## config.mk

```make
export PLATFORM = sky130hd
export DESIGN_NAME = mlv_queue
export DESIGN_NICKNAME = d
export VERILOG_FILES = /design/src/sv/mlv_pkg.sv /design/src/sv/mlv_queue.sv
export SDC_FILE = /design/constraint.sdc
export NUM_CORES = 1
export LEC_CHECK = 0
export ABC_AREA = 1
export BUFFER_PORTS_ARGS = -buffer_cell sky130_fd_sc_hd__buf_2
export CORE_UTILIZATION = 54
export CTS_BUF_LIST = sky130_fd_sc_hd__clkbuf_2 sky130_fd_sc_hd__clkbuf_4 sky130_fd_sc_hd__clkbuf_8
export CTS_CLUSTER_SIZE = 12
export DETAILED_ROUTE_END_ITERATION = 16
export PLACE_DENSITY_LB_ADDON = 0.15
export SETUP_SLACK_MARGIN = 0.5
export SYNTH_ARGS = -nofsm -noshare
export SYNTH_HDL_FRONTEND = slang
export SYNTH_SLANG_ARGS = --single-unit
```

## constraint.sdc

```tcl
create_clock -name clk_i -period 4.5 [get_ports clk_i]
set_clock_uncertainty 0.05 [all_clocks]
set_input_delay 0.675 -clock clk_i [delete_from_list [all_inputs] [get_ports clk_i]]
set_output_delay 0.675 -clock clk_i [all_outputs]
set_load 0.01 [all_outputs]
```

## src/sv/mlv_pkg.sv

```systemverilog
// mlv_pkg: shared constants, types, exponent table and fixed-point helpers
// for the ladder lowpass filter. No dependencies.
package mlv_pkg;

  localparam int SAMPLE_W  = 16;
  localparam int STATE_W   = 24;
  localparam int FRAC      = STATE_W - 4;
  localparam int DW        = 32;                 // ladder datapath width
  localparam int EXP_DEPTH = 256;
  localparam int EXP_AW    = $clog2(EXP_DEPTH);
  localparam int REM_W     = 31 - EXP_AW;
  localparam int SR_W      = 18;
  localparam int NUM_W     = 57;                 // 38-bit scaled mantissa, up to 19 octaves up
  localparam int HI_W      = NUM_W - 31;
  localparam int RES_KNOB_SH = FRAC - 15;
  localparam int RES_CV_SH   = SAMPLE_W + 14 - FRAC;
  localparam int IN_SH       = FRAC - (SAMPLE_W - 1);

  localparam longint unsigned LN2_Q30 = 64'd744261118;
  localparam logic signed [20:0] LOG2_1000_Q16 = 21'sd653118;
  localparam logic [5:0] TWICE_BASE_HZ = 6'd40;

  localparam logic signed [DW-1:0] ONE     = DW'(64'sd1 <<< FRAC);
  localparam logic signed [DW-1:0] K_08    = DW'(((64'sd1 <<< FRAC) * 4) / 5);
  localparam logic signed [DW-1:0] K_56    = DW'(((64'sd1 <<< FRAC) * 28) / 5);
  localparam logic signed [DW-1:0] K_SIXTH = DW'(((64'sd1 <<< FRAC) + 3) / 6);

  typedef enum logic [2:0] {
    REG_CUTOFF_KNOB    = 3'd0,
    REG_RESONANCE_KNOB = 3'd1,
    REG_CUTOFF_GAIN    = 3'd2,
    REG_RESONANCE_GAIN = 3'd3,
    REG_SAMPLE_RATE    = 3'd4
  } reg_idx_e;

  typedef struct packed {
    logic [15:0]     cutoff_knob;
    logic [15:0]     resonance_knob;
    logic [15:0]     cutoff_cv_gain;
    logic [15:0]     resonance_cv_gain;
    logic [SR_W-1:0] sample_rate_hz;
  } cfg_t;

  typedef struct packed {
    logic signed [SAMPLE_W-1:0] x;
    logic signed [STATE_W-1:0]  fn;
    logic signed [STATE_W-1:0]  res;
  } job_t;

  typedef enum logic [3:0] {
    FS_IDLE, FS_EXP, FS_RES, FS_LOG, FS_INTERP, FS_SCALE, FS_CHECK, FS_DIV, FS_PUSH
  } front_state_e;

  typedef enum logic [4:0] {
    LS_IDLE, LS_C0, LS_C1, LS_C2, LS_C3, LS_C4, LS_C5, LS_C6,
    LS_F0, LS_F1, LS_F2, LS_F3, LS_F4, LS_F5, LS_F6, LS_F7, LS_F8,
    LS_S0, LS_S1, LS_S2, LS_S3
  } ladder_state_e;

  typedef logic [31:0] exp_tab_t [EXP_DEPTH+1];

  // series term divided by its index, fixed divisors only
  function automatic longint unsigned div_by_index(longint unsigned v, int i);
    case (i)
      2:       return v >> 1;
      3:       return v / 3;
      4:       return v >> 2;
      5:       return v / 5;
      6:       return v / 6;
      7:       return v / 7;
      8:       return v >> 3;
      9:       return v / 9;
      10:      return v / 10;
      11:      return v / 11;
      12:      return v / 12;
      13:      return v / 13;
      14:      return v / 14;
      default: return v;
    endcase
  endfunction

  // 2^(k/D) in Q30 from a truncated exponential series
  function automatic exp_tab_t build_exp_tab();
    exp_tab_t        tab;
    longint unsigned x;
    longint unsigned term;
    longint unsigned sum;
    for (int k = 0; k < EXP_DEPTH; k++) begin
      x    = (longint'(k) * LN2_Q30) >> EXP_AW;
      term = 64'd1 << 30;
      sum  = term;
      for (int i = 1; i <= 14; i++) begin
        term = div_by_index((term * x) >> 30, i);
        sum  = sum + term;
      end
      tab[k] = sum[31:0];
    end
    tab[EXP_DEPTH] = 32'h8000_0000;
    return tab;
  endfunction

  localparam exp_tab_t EXP_TAB = build_exp_tab();

  function automatic logic signed [DW-1:0] mulq(logic signed [DW-1:0] a,
                                                logic signed [DW-1:0] b);
    logic signed [2*DW-1:0] pr;
    pr = a * b;
    return DW'(pr >>> FRAC);
  endfunction

  function automatic logic signed [DW-1:0] sat_state(logic signed [DW-1:0] v);
    logic signed [DW-1:0] lim;
    lim = DW'(64'sd1 <<< (STATE_W - 1));
    if (v < -lim) return -lim;
    if (v > lim - 1) return lim - 1;
    return v;
  endfunction

  function automatic logic signed [DW-1:0] ext_st(logic signed [STATE_W-1:0] v);
    return {{(DW-STATE_W){v[STATE_W-1]}}, v};
  endfunction

endpackage

```

## src/sv/mlv_queue.sv

```systemverilog
// mlv_queue: two-entry job queue between the cutoff front and the ladder.
// Uses mlv_pkg for the job type.
module mlv_queue import mlv_pkg::*; (
  input  logic clk_i,
  input  logic rst_ni,
  input  logic wr_valid_i,
  output logic wr_ready_o,
  input  job_t wr_data_i,
  output logic rd_valid_o,
  input  logic rd_ready_i,
  output job_t rd_data_o
);

  job_t       mem_q [2];
  logic       wr_ptr_q, rd_ptr_q;
  logic [1:0] count_q;
  logic       push, pop;

  assign wr_ready_o = (count_q != 2'd2);
  assign rd_valid_o = (count_q != 2'd0);
  assign push = wr_valid_i && wr_ready_o;
  assign pop  = rd_valid_o && rd_ready_i;
  assign rd_data_o = mem_q[rd_ptr_q];

  always_ff @(posedge clk_i or negedge rst_ni) begin
    if (!rst_ni) begin
      wr_ptr_q <= 1'b0;
      rd_ptr_q <= 1'b0;
      count_q  <= 2'd0;
    end else begin
      if (push) wr_ptr_q <= ~wr_ptr_q;
      if (pop) rd_ptr_q <= ~rd_ptr_q;
      count_q <= count_q + 2'(push) - 2'(pop);
    end
  end

  always_ff @(posedge clk_i) begin
    if (push) begin
      mem_q[wr_ptr_q] <= wr_data_i;
    end
  end

endmodule

```

==> results.toml <==
[outcome]
status = "finished clean"

[setup_path]
crit_cells = 4
cp_top_family = "buffers and inverters"
cp.arrival_ps = 2030
worstPathCellList = "inv_2 > nand2_1 > nand2_1 > buf_2"
crit_top_cell = "nand2_1"
worst_path_max_delay_cell = "inv_2"
start_kind = "flop"
worstSetupPathType = "flop to output pin"
required_ps = 3770
path_max_fanout = 65
cp-end-kind = "output pin"
r2r_cells = 4
slowest_delay_ps = 810
critPathBufInv = 2

[cells_and_area]
drive_above_1_share_pct = 32.5
synthToLayoutAreaGrowth_pct = 22.7
antenna_cells = 0
nets = 578
layout_commonest_cell = "nand2_1"
layout_common_cells = "205 x nand2_1, 133 x buf_2, 128 x edfxtp_1"
fill_cells = 633
final_cells = 628

[placed_design]
detailedPlacementHpwl_um = 5550
portBuffers = 133
dpl_worst_slack_ps = 2010
place.gp.congestion = 0.725
dp.cells = 596

[detailed_routing]
ant_nets = 0
drt_iter0_markers = 125
vias = 3061
drt-pass1-iter-count = 4
via_per_inst = 4.87
routed_wl_um = 8900
remaining_drc_errors = 0
post_drt_wl_per_cell_um = 14.2

[synth]
synth_fa_ha_area_share_pct = 0.508
synth-seq-cells = 132
synth_compound_area_share_pct = 0
seq_area_frac_synth_pct = 80.0
synth_mux_area_share_pct = 0
synth_top_family_by_area = "simple AND/OR/NAND/NOR gates"
yosys.area_share.simple_pct = 16.0
ys_warn_count = 0
synth-xor-area-share_pct = 0
postSynthAreaPerCell_um2 = 13.5
syn_area_mm2 = 0.00493
postSynthCellCount = 366
synthesis.nets = 436
synth_cell_types = 11

[timing]
relSlewSlack_pct = 24.9
slew_violations = 0
max_freq_ghz = 0.362
fin_setup_tns_ps = 0
worst_pin_slew_ps = 1120
period_share_pct = 61.3
rsz0062_at_grt = "false"
setup_slack_ps = 1740
finalSetupViolCount = 0
hold_viol = 0
fin_crit_ps = 2760

[cts]
htreeDepth = 4
clk_path_buf_depth = 2
cts_sinks = 132
numCtsBuffers = 17
clock-root-buffer = "clkbuf_8"
clkTransAtPathRegs_ps = 70
cts_tree = "built"
cts-resized-gates = 0
clock_latency_ps = 410

[global_routing]
grt_pass1_vias = 2980
grt_usage_pct = 19.5
grt_overflow = 0
grt_pass1_wl_um = 14000
grt_max_degree = 66
antenna_found_initial = 0

[pwr]
cellLeakagePower_nw = 2.65
ir_drop_mv = 0.402
power_density_mw_per_mm2 = 657

[die]
row_count = 34
dieHeight_um = 97.5
start_util_pct = 56.2
die_w_um = 97.5
core-area_mm2 = 0.00876
die-area_mm2 = 0.00951
pin_count = 134

[min_path]
hp-class = "input port to flop"
hold_depth = 1

[run]
max_cap_violations = 0
[Yosys cell counts]
| cell | count | area (um2) |
|---|---|---|
| buf_4 | 2 | 15.0 |
| nor2_1 | 1 | 3.75 |
| edfxtp_1 | 128 | 3840 |
| buf_6 | 10 | 113 |
| inv_2 | 1 | 3.75 |
| ha_1 | 2 | 25.0 |
| inv_1 | 8 | 30.0 |
| buf_2 | 2 | 10.0 |
| nand3_1 | 3 | 15.0 |
| nand2_1 | 205 | 769 |
| dfrtp_1 | 4 | 100 |
[metal layers]
metal | GRT usage [%] | wire [um] | vias to the layer above
met1 | 24.6 | 3820 | 1434
li1 | - | - | 1510
met4 | 6.90 | 119 | 0
met5 | 0 | 0 | -
met3 | 6.47 | 556 | 12
met2 | 31.7 | 4410 | 105
[cell families after synthesis]
kind of cell  Yosys count
flops                 132
fa+ha+maj               2
simple gates          209
buf+inv                23
[through the flow]
stage,cell area [um2],hold slack (ps),power [mW],utilization [%]
after floorplan,4930,329,2.60,-
final,6050,396,3.97,69.0
after CTS,6050,373,4.02,69.0
after global placement,5640,409,3.00,64.3
after global routing,6050,369,4.22,69.0
after detailed placement,5640,421,3.03,64.3
[final timing paths]
| check | startpoint | to | slack, ps |
|---|---|---|---|
| worst min-delay path | wr_data_i[7] | mem_q[1][7] | 400 |
| max in group asynchronous | rst_ni | rd_ptr_q | 3720 |
| min in group asynchronous | rst_ni | count_q[0] | 540 |
| worst min register to register | wr_ptr_q | wr_ptr_q | 440 |
| worst max register to register | wr_ptr_q | mem_q[0][21] | 2340 |
| worst max-delay path | rd_ptr_q | rd_data_o[30] | 1740 |
[final cells by class]
cell class / instances / area (um2) / share of cell area (%)
Inverter: 9 / 33.8 / 0.559
Clock inverter: 13 / 159 / 2.63
Timing Repair Buffer: 137 / 711 / 11.8
Sequential cell: 132 / 3950 / 65.3
Clock buffer: 18 / 241 / 3.99
Multi-Input combinational cell: 211 / 821 / 13.6
Tap cell: 108 / 135 / 2.24
[flip-flops by register name, indices dropped and copies added, names as in the netlist]
name / flops
mem_q: 128
count_q: 2
wr_ptr_q: 1
rd_ptr_q: 1
[power breakdown]
group	internal [mW]	switching (mW)
logic	0.404	0.838
registers	1.68	0.0621
clock network	0.550	0.439
total	2.63	1.34
[timing repair]
action                    4_1_cts  5_1_grt
hold endpoints to repair        4        0
hold buffers                    1        0
buffers inserted                0        0
No activity file was read; power rests on OpenSTA's default activity.
