`src/sv/mlv_pkg.sv`:
```
// mlv_pkg: shared constants, types, exponent table and fixed-point helpers
// for the ladder lowpass filter. No dependencies.
package mlv_pkg;

  localparam int SAMPLE_W  = 16;
  localparam int STATE_W   = 24;
  localparam int FRAC      = STATE_W - 4;
  localparam int DW        = 32;                 // ladder datapath width
  localparam int EXP_DEPTH = 256;
  localparam int EXP_AW    = $clog2(EXP_DEPTH);
  localparam int REM_W     = 31 - EXP_AW;
  localparam int SR_W      = 18;
  localparam int NUM_W     = 57;                 // 38-bit scaled mantissa, up to 19 octaves up
  localparam int HI_W      = NUM_W - 31;
  localparam int RES_KNOB_SH = FRAC - 15;
  localparam int RES_CV_SH   = SAMPLE_W + 14 - FRAC;
  localparam int IN_SH       = FRAC - (SAMPLE_W - 1);

  localparam longint unsigned LN2_Q30 = 64'd744261118;
  localparam logic signed [20:0] LOG2_1000_Q16 = 21'sd653118;
  localparam logic [5:0] TWICE_BASE_HZ = 6'd40;

  localparam logic signed [DW-1:0] ONE     = DW'(64'sd1 <<< FRAC);
  localparam logic signed [DW-1:0] K_08    = DW'(((64'sd1 <<< FRAC) * 4) / 5);
  localparam logic signed [DW-1:0] K_56    = DW'(((64'sd1 <<< FRAC) * 28) / 5);
  localparam logic signed [DW-1:0] K_SIXTH = DW'(((64'sd1 <<< FRAC) + 3) / 6);

  typedef enum logic [2:0] {
    REG_CUTOFF_KNOB    = 3'd0,
    REG_RESONANCE_KNOB = 3'd1,
    REG_CUTOFF_GAIN    = 3'd2,
    REG_RESONANCE_GAIN = 3'd3,
    REG_SAMPLE_RATE    = 3'd4
  } reg_idx_e;

  typedef struct packed {
    logic [15:0]     cutoff_knob;
    logic [15:0]     resonance_knob;
    logic [15:0]     cutoff_cv_gain;
    logic [15:0]     resonance_cv_gain;
    logic [SR_W-1:0] sample_rate_hz;
  } cfg_t;

  typedef struct packed {
    logic signed [SAMPLE_W-1:0] x;
    logic signed [STATE_W-1:0]  fn;
    logic signed [STATE_W-1:0]  res;
  } job_t;

  typedef enum logic [3:0] {
    FS_IDLE, FS_EXP, FS_RES, FS_LOG, FS_INTERP, FS_SCALE, FS_CHECK, FS_DIV, FS_PUSH
  } front_state_e;

  typedef enum logic [4:0] {
    LS_IDLE, LS_C0, LS_C1, LS_C2, LS_C3, LS_C4, LS_C5, LS_C6,
    LS_F0, LS_F1, LS_F2, LS_F3, LS_F4, LS_F5, LS_F6, LS_F7, LS_F8,
    LS_S0, LS_S1, LS_S2, LS_S3
  } ladder_state_e;

  typedef logic [31:0] exp_tab_t [EXP_DEPTH+1];

  // series term divided by its index, fixed divisors only
  function automatic longint unsigned div_by_index(longint unsigned v, int i);
    case (i)
      2:       return v >> 1;
      3:       return v / 3;
      4:       return v >> 2;
      5:       return v / 5;
      6:       return v / 6;
      7:       return v / 7;
      8:       return v >> 3;
      9:       return v / 9;
      10:      return v / 10;
      11:      return v / 11;
      12:      return v / 12;
      13:      return v / 13;
      14:      return v / 14;
      default: return v;
    endcase
  endfunction

  // 2^(k/D) in Q30 from a truncated exponential series
  function automatic exp_tab_t build_exp_tab();
    exp_tab_t        tab;
    longint unsigned x;
    longint unsigned term;
    longint unsigned sum;
    for (int k = 0; k < EXP_DEPTH; k++) begin
      x    = (longint'(k) * LN2_Q30) >> EXP_AW;
      term = 64'd1 << 30;
      sum  = term;
      for (int i = 1; i <= 14; i++) begin
        term = div_by_index((term * x) >> 30, i);
        sum  = sum + term;
      end
      tab[k] = sum[31:0];
    end
    tab[EXP_DEPTH] = 32'h8000_0000;
    return tab;
  endfunction

  localparam exp_tab_t EXP_TAB = build_exp_tab();

  function automatic logic signed [DW-1:0] mulq(logic signed [DW-1:0] a,
                                                logic signed [DW-1:0] b);
    logic signed [2*DW-1:0] pr;
    pr = a * b;
    return DW'(pr >>> FRAC);
  endfunction

  function automatic logic signed [DW-1:0] sat_state(logic signed [DW-1:0] v);
    logic signed [DW-1:0] lim;
    lim = DW'(64'sd1 <<< (STATE_W - 1));
    if (v < -lim) return -lim;
    if (v > lim - 1) return lim - 1;
    return v;
  endfunction

  function automatic logic signed [DW-1:0] ext_st(logic signed [STATE_W-1:0] v);
    return {{(DW-STATE_W){v[STATE_W-1]}}, v};
  endfunction

endpackage

```
`src/sv/mlv_ladder.sv`:
```
// mlv_ladder: coefficient calculation, four-pole ladder and soft clip on one
// shared registered multiplier, with an output register. Uses mlv_pkg.
module mlv_ladder import mlv_pkg::*; (
  input  logic                       clk_i,
  input  logic                       rst_ni,
  input  logic                       job_valid_i,
  output logic                       job_ready_o,
  input  job_t                       job_i,
  output logic                       out_valid_o,
  input  logic                       out_ready_i,
  output logic signed [SAMPLE_W-1:0] audio_out_o
);

  localparam logic signed [DW-1:0] OUT_MAX = DW'((64'sd1 <<< (SAMPLE_W - 1)) - 1);
  localparam logic signed [DW-1:0] OUT_MIN = -DW'(64'sd1 <<< (SAMPLE_W - 1));

  ladder_state_e state_q, state_d;
  job_t                      job_q, job_d;
  logic signed [DW-1:0]      mq_q, ma, mb;
  logic                      mul_en;
  logic signed [DW-1:0]      q0_q, q0_d, p_q, p_d, f_q, f_d;
  logic signed [DW-1:0]      xin_q, xin_d, tmp_q, tmp_d, b4_q, b4_d;
  logic signed [STATE_W-1:0] n1_q, n1_d, n2_q, n2_d, n3_q, n3_d;
  logic signed [STATE_W-1:0] s1_q, s1_d, s2_q, s2_d, s3_q, s3_d, s4_q, s4_d;
  logic signed [STATE_W-1:0] prev_q, prev_d;
  logic                      out_valid_q, out_valid_d;
  logic signed [SAMPLE_W-1:0] out_q, out_d;

  logic signed [DW-1:0] fn_c, res_c, xin0, fin, oclip, oshift;

  always_ff @(posedge clk_i or negedge rst_ni) begin
    if (!rst_ni) begin
      state_q     <= LS_IDLE;
      out_valid_q <= 1'b0;
      s1_q <= '0; s2_q <= '0; s3_q <= '0; s4_q <= '0; prev_q <= '0;
    end else begin
      state_q     <= state_d;
      out_valid_q <= out_valid_d;
      s1_q <= s1_d; s2_q <= s2_d; s3_q <= s3_d; s4_q <= s4_d; prev_q <= prev_d;
    end
  end

  always_ff @(posedge clk_i) begin
    job_q <= job_d;
    if (mul_en) mq_q <= mulq(ma, mb);
    q0_q <= q0_d; p_q <= p_d; f_q <= f_d;
    xin_q <= xin_d; tmp_q <= tmp_d; b4_q <= b4_d;
    n1_q <= n1_d; n2_q <= n2_d; n3_q <= n3_d;
    out_q <= out_d;
  end

  assign fn_c  = ext_st(job_q.fn);
  assign res_c = ext_st(job_q.res);
  assign xin0  = DW'($signed(job_q.x)) <<< IN_SH;
  assign fin   = sat_state(b4_q - mq_q);

  always_comb begin
    if (fin > ONE) begin
      oclip = ONE;
    end else if (fin < -ONE) begin
      oclip = -ONE;
    end else begin
      oclip = fin;
    end
    oshift = oclip >>> IN_SH;
  end

  always_comb begin
    state_d = state_q;
    job_d = job_q;
    q0_d = q0_q; p_d = p_q; f_d = f_q;
    xin_d = xin_q; tmp_d = tmp_q; b4_d = b4_q;
    n1_d = n1_q; n2_d = n2_q; n3_d = n3_q;
    s1_d = s1_q; s2_d = s2_q; s3_d = s3_q; s4_d = s4_q; prev_d = prev_q;
    out_d = out_q;
    out_valid_d = out_valid_q && !out_ready_i;
    ma = '0;
    mb = '0;
    mul_en = 1'b1;
    job_ready_o = 1'b0;

    unique case (state_q)
      LS_IDLE: begin
        mul_en = 1'b0;
        job_ready_o = 1'b1;
        if (job_valid_i) begin
          job_d = job_i;
          state_d = LS_C0;
        end
      end
      LS_C0: begin
        q0_d = ONE - fn_c;
        ma = K_08; mb = fn_c;
        state_d = LS_C1;
      end
      LS_C1: begin
        ma = mq_q; mb = q0_q;
        state_d = LS_C2;
      end
      LS_C2: begin
        p_d = fn_c + mq_q;
        f_d = ((fn_c + mq_q) <<< 1) - ONE;
        ma = q0_q; mb = q0_q;
        state_d = LS_C3;
      end
      LS_C3: begin
        ma = K_56; mb = mq_q;
        state_d = LS_C4;
      end
      LS_C4: begin
        ma = q0_q; mb = ONE - q0_q + mq_q;
        state_d = LS_C5;
      end
      LS_C5: begin
        ma = res_c; mb = ONE + (mq_q >>> 1);
        state_d = LS_C6;
      end
      LS_C6: begin
        // feedback q * stage four
        ma = mq_q; mb = ext_st(s4_q);
        state_d = LS_F0;
      end
      LS_F0: begin
        if (xin0 > ONE) begin
          xin_d = sat_state(ONE - mq_q);
        end else if (xin0 < -ONE) begin
          xin_d = sat_state(-ONE - mq_q);
        end else begin
          xin_d = sat_state(xin0 - mq_q);
        end
        ma = ext_st(s1_q); mb = f_q;
        state_d = LS_F1;
      end
      LS_F1: begin
        tmp_d = mq_q;
        ma = xin_q + ext_st(prev_q); mb = p_q;
        state_d = LS_F2;
      end
      LS_F2: begin
        n1_d = STATE_W'(sat_state(mq_q - tmp_q));
        ma = ext_st(s2_q); mb = f_q;
        state_d = LS_F3;
      end
      LS_F3: begin
        tmp_d = mq_q;
        ma = ext_st(n1_q) + ext_st(s1_q); mb = p_q;
        state_d = LS_F4;
      end
      LS_F4: begin
        n2_d = STATE_W'(sat_state(mq_q - tmp_q));
        ma = ext_st(s3_q); mb = f_q;
        state_d = LS_F5;
      end
      LS_F5: begin
        tmp_d = mq_q;
        ma = ext_st(n2_q) + ext_st(s2_q); mb = p_q;
        state_d = LS_F6;
      end
      LS_F6: begin
        n3_d = STATE_W'(sat_state(mq_q - tmp_q));
        ma = ext_st(s4_q); mb = f_q;
        state_d = LS_F7;
      end
      LS_F7: begin
        tmp_d = mq_q;
        ma = ext_st(n3_q) + ext_st(s3_q); mb = p_q;
        state_d = LS_F8;
      end
      LS_F8: begin
        mul_en = 1'b0;
        b4_d = sat_state(mq_q - tmp_q);
        state_d = LS_S0;
      end
      LS_S0: begin
        ma = b4_q; mb = b4_q;
        state_d = LS_S1;
      end
      LS_S1: begin
        tmp_d = mq_q;
        ma = b4_q; mb = K_SIXTH;
        state_d = LS_S2;
      end
      LS_S2: begin
        ma = tmp_q; mb = mq_q;
        state_d = LS_S3;
      end
      LS_S3: begin
        // hold here until the output register frees up
        mul_en = 1'b0;
        if (!out_valid_q || out_ready_i) begin
          s1_d = n1_q;
          s2_d = n2_q;
          s3_d = n3_q;
          s4_d = STATE_W'(fin);
          prev_d = STATE_W'(xin_q);
          if (oshift > OUT_MAX) begin
            out_d = SAMPLE_W'(OUT_MAX);
          end else if (oshift < OUT_MIN) begin
            out_d = SAMPLE_W'(OUT_MIN);
          end else begin
            out_d = SAMPLE_W'(oshift);
          end
          out_valid_d = 1'b1;
          state_d = LS_IDLE;
        end
      end
      default: state_d = LS_IDLE;
    endcase
  end

  assign out_valid_o = out_valid_q;
  assign audio_out_o = out_q;

endmodule

```
`config.mk`:
```
export PLATFORM = sky130hd
export DESIGN_NAME = mlv_ladder
export DESIGN_NICKNAME = d
export VERILOG_FILES = /design/src/sv/mlv_pkg.sv /design/src/sv/mlv_ladder.sv
export SDC_FILE = /design/constraint.sdc
export NUM_CORES = 2
export LEC_CHECK = 0
export BUFFER_PORTS_ARGS = -buffer_cell sky130_fd_sc_hd__buf_2
export CAP_MARGIN = 20
export CORE_ASPECT_RATIO = 1.1
export CORE_MARGIN = 2
export CORE_UTILIZATION = 48
export DETAILED_ROUTE_END_ITERATION = 6
export PLACE_DENSITY = 0.66
export SLEW_MARGIN = 40
export SYNTH_ARGS = -nofsm -noshare
export SYNTH_HDL_FRONTEND = slang
export SYNTH_SLANG_ARGS = --single-unit
```
`constraint.sdc`:
```
create_clock -name clk_i -period 10.4 [get_ports clk_i]
set_input_delay 3.12 -clock clk_i [delete_from_list [all_inputs] [get_ports clk_i]]
set_output_delay 3.12 -clock clk_i [all_outputs]
set_load 0.005 [all_outputs]
```
==> metrics.md <==
| Metric | Value |
|---|---|
| # IOs | `86` |
| Sequential area share after synthesis | `21.4%` |
| Placed cell count | `9314` |
| F_max | `0.0929 GHz` |
| CP top delay family | `adder cells` |
| Total Routing Usage GR | `35.6%` |
| TritonCTS clock tree | `done` |
| Largest net degree at the start of global routing | `79` |
| First-pass GRT wire length | `355000 microns` |
| CP Class | `reg -> reg` |
| DR WL/cell | `25.2 microns` |
| Failing checks | `setup timing` |
| Number of port buffers | `85` |
| Hold Crit Class | `reg -> reg` |
| Netlist Area Pre-Place | `0.0636 sq mm` |
| # hold bufs at CTS | `0` |
| Synthesis Warnings | `0` |
| Distinct cells, synth | `104` |
| EDFF count, synth | `349` |
| Overflow after GRT | `0` |
| Commonest non-fill, non-tap cells in the layout | `inv_1, nand2_1, fa_1` |
| Crit path max fanout | `8` |
| Syn Inst Count | `6891` |
| Post-synth ARST share | `26.5%` |
| Hold wc startpoint | `n1_q[6]` |
| H-tree depth | `2` |
| Finished Layout Cells | `9461` |
| Layout cells sized above 1 | `17.8%` |
| Slowest stage delay, CP | `570 ps` |
| Clock Skew | `52.9 ps` |
| Commonest non-fill, non-tap cell in the layout | `inv_1` |
| Syn Area/Cell | `9.23 sq um` |
| Worst path slowest cell | `fa_1` |
| First drt pass iteration count | `7` |
| Min Hold Slack | `478 ps` |
| Most Frequent Cell on Critical Path | `fa_1` |
| Vias in the first global route | `57200` |
| Final wirelength | `238000 microns` |
| Vias after detailed routing | `54700` |
| RSZ-0062 raised after global routing | `true` |
| Clock tree sinks | `475` |
| Chip height | `386 microns` |
| CTS Buf Count | `52` |
| Routed vias/inst | `5.78` |
| Clk root buf | `clkbuf_16` |
| Slew Limit Fails | `0` |
| Reg-to-reg startpoint | `s1_q[1]` |
| Final clock period utilization by the worst path | `103%` |
| Critical Path Sink Type | `flip-flop` |
| Synth Register Bits | `475` |
| Core area | `0.132 sq mm` |
| Slew headroom | `42.5%` |
| Nets | `9085` |
| Die area | `0.135 sq mm` |
| MaxCap Viol Count | `0` |
| DRC Markers | `0` |
| CP Launch Type | `flip-flop` |
| Synth-to-Final Area Change | `19.4%` |
| Routability cong. | `1.05` |
| Initial Util | `48.2%` |
| R2R Path End | `mq_q[31]` |
| Num rows | `140` |
| Syn Nets | `8338` |
| Post-route cell area | `0.0759 sq mm` |
| Final WS setup | `-362 ps` |
| R2R depth | `38` |
| Post-route ant nets | `0` |
| Antenna violations before repair | `8` |
| Post-DP Area | `0.0727 sq mm` |
| Worst Hold End | `s1_q[6]` |
| Drt first-iter violations | `5371` |
| Chip Width | `351 microns` |
| Status | `complete, but fails checks` |
| Arr. time, crit path | `11160 ps` |
| Skew-Pair Late Insertion Delay | `670 ps` |
| Worst-path clk slew | `70 ps` |
| Minimum clock period after layout | `10760 ps` |
| Worst Tran Pin Value | `855 ps` |
| Final Hold Viols | `0` |
| Final setup violating endpoints | `13` |
| Flop2flop setup slack | `-360 ps` |
| Worst hold path cell count | `2` |
| Post-synth top flop | `edfxtp_1` |
| Buf/Inv on CP | `6` |
| Critical Path RT | `10800 ps` |
| DP HPWL | `197000 microns` |
| Max clock buf depth | `3` |
-- metrics by stage --
step	TNS (ps)	setup slack, ps	utilization, %
after floorplan	0	61.6	-
after global placement	-7860	-772	55.0
after detailed placement	-9670	-863	55.1
after CTS	-1460	-279	56.9
after global routing	-7270	-631	57.6
final	-1760	-362	57.6
-- worst max-delay path by stage --
stage	depth (start not counted)	slack [ps]	endpoint	startpoint
floorplan	41	60	mq_q[26]	mq_q[1]
global placement	42	-770	mq_q[31]	n2_q[6]
detailed placement	42	-860	mq_q[31]	n2_q[6]
CTS	42	-280	mq_q[26]	s1_q[1]
global route	42	-630	mq_q[31]	s1_q[1]
finish	38	-360	mq_q[31]	s1_q[1]
-- Yosys cell counts (all sizes together) (34+ instances only) --
library cell | n | area share, %
a21o | 117 | 1.4
a21oi | 301 | 2.4
a221oi | 59 | 0.83
a222oi | 45 | 0.71
a22oi | 49 | 0.58
a31oi | 34 | 0.39
and2 | 78 | 0.77
buf | 41 | 0.31
clkbuf | 253 | 1.5
dfrtp | 126 | 5.0
edfxtp | 349 | 16
fa | 924 | 29
ha | 455 | 9.0
inv | 1185 | 7.0
nand2 | 1067 | 6.3
nand2b | 82 | 0.81
nand3 | 74 | 0.59
nand4 | 36 | 0.35
nor2 | 472 | 2.8
nor2b | 49 | 0.48
nor3 | 58 | 0.46
o21a | 52 | 0.61
o21ai | 187 | 1.5
xnor2 | 204 | 2.8
xor2 | 110 | 1.5
-- final cells by class --
| cell class | instances | area [sq um] |
|---|---|---|
| Fill cell | 11700 | 56000 |
| Antenna cell | 5 | 12.5 |
| Inverter | 1194 | 4500 |
| Clock buffer | 70 | 1460 |
| Sequential cell | 475 | 13600 |
| Multi-Input combinational cell | 4928 | 45500 |
| Tap cell | 1775 | 2220 |
| Timing Repair Buffer | 987 | 8180 |
| Clock inverter | 27 | 377 |
-- cell families (layout without fill, tap and decap cells) --
logic type	after synthesis	after routing	share of synthesized area (%)
compound gates	1122	1122	12.2
buf+inv	1488	2278	8.85
xor+xnor	317	317	4.44
flops	475	475	21.4
mux	48	48	0.801
other cells	0	5	0
simple gates	2062	2062	14.2
fa+ha+maj	1379	1379	38.0
-- per-layer routing --
layer / global-route usage (%) / wire, microns / vias to the layer above
met3: 7.28 / 22300 / 645
met4: 18.8 / 15100 / 2
li1: - / - / 23900
met5: 0 / 20 / -
met1: 45.1 / 90800 / 27400
met2: 57.5 / 110000 / 2684
-- worst register-to-register path, delay by kind of cell (launching register included) --
kind / cells / cell delay, ps
AO/OA/AOI/OAI: 17 / 3800
XOR/XNOR: 2 / 270
adder cells (fa/ha/maj): 10 / 4570
buffers and inverters: 6 / 810
flip-flops: 1 / 390
AND/OR/NAND/NOR: 3 / 690
-- repair_timing --
item | CTS | global route
pin swaps | 59 | 94
endpoints found under the hold margin | 0 | 0
resized for setup | 104 | 149
gates cloned | 0 | 1
endpoints found under the setup margin | 24 | 28
buffers inserted | 21 | 28
-- flip-flops by register name, indices dropped and copies added (netlist names), 25 cells and up --
register	cells
p_q	32
xin_q	32
q0_q	25
mq_q	32
b4_q	32
job_q	40
tmp_q	32
Power is left out: the tool's default activity adds up to more than one toggle a clock period on the data nets, which glitch-free logic cannot reach.
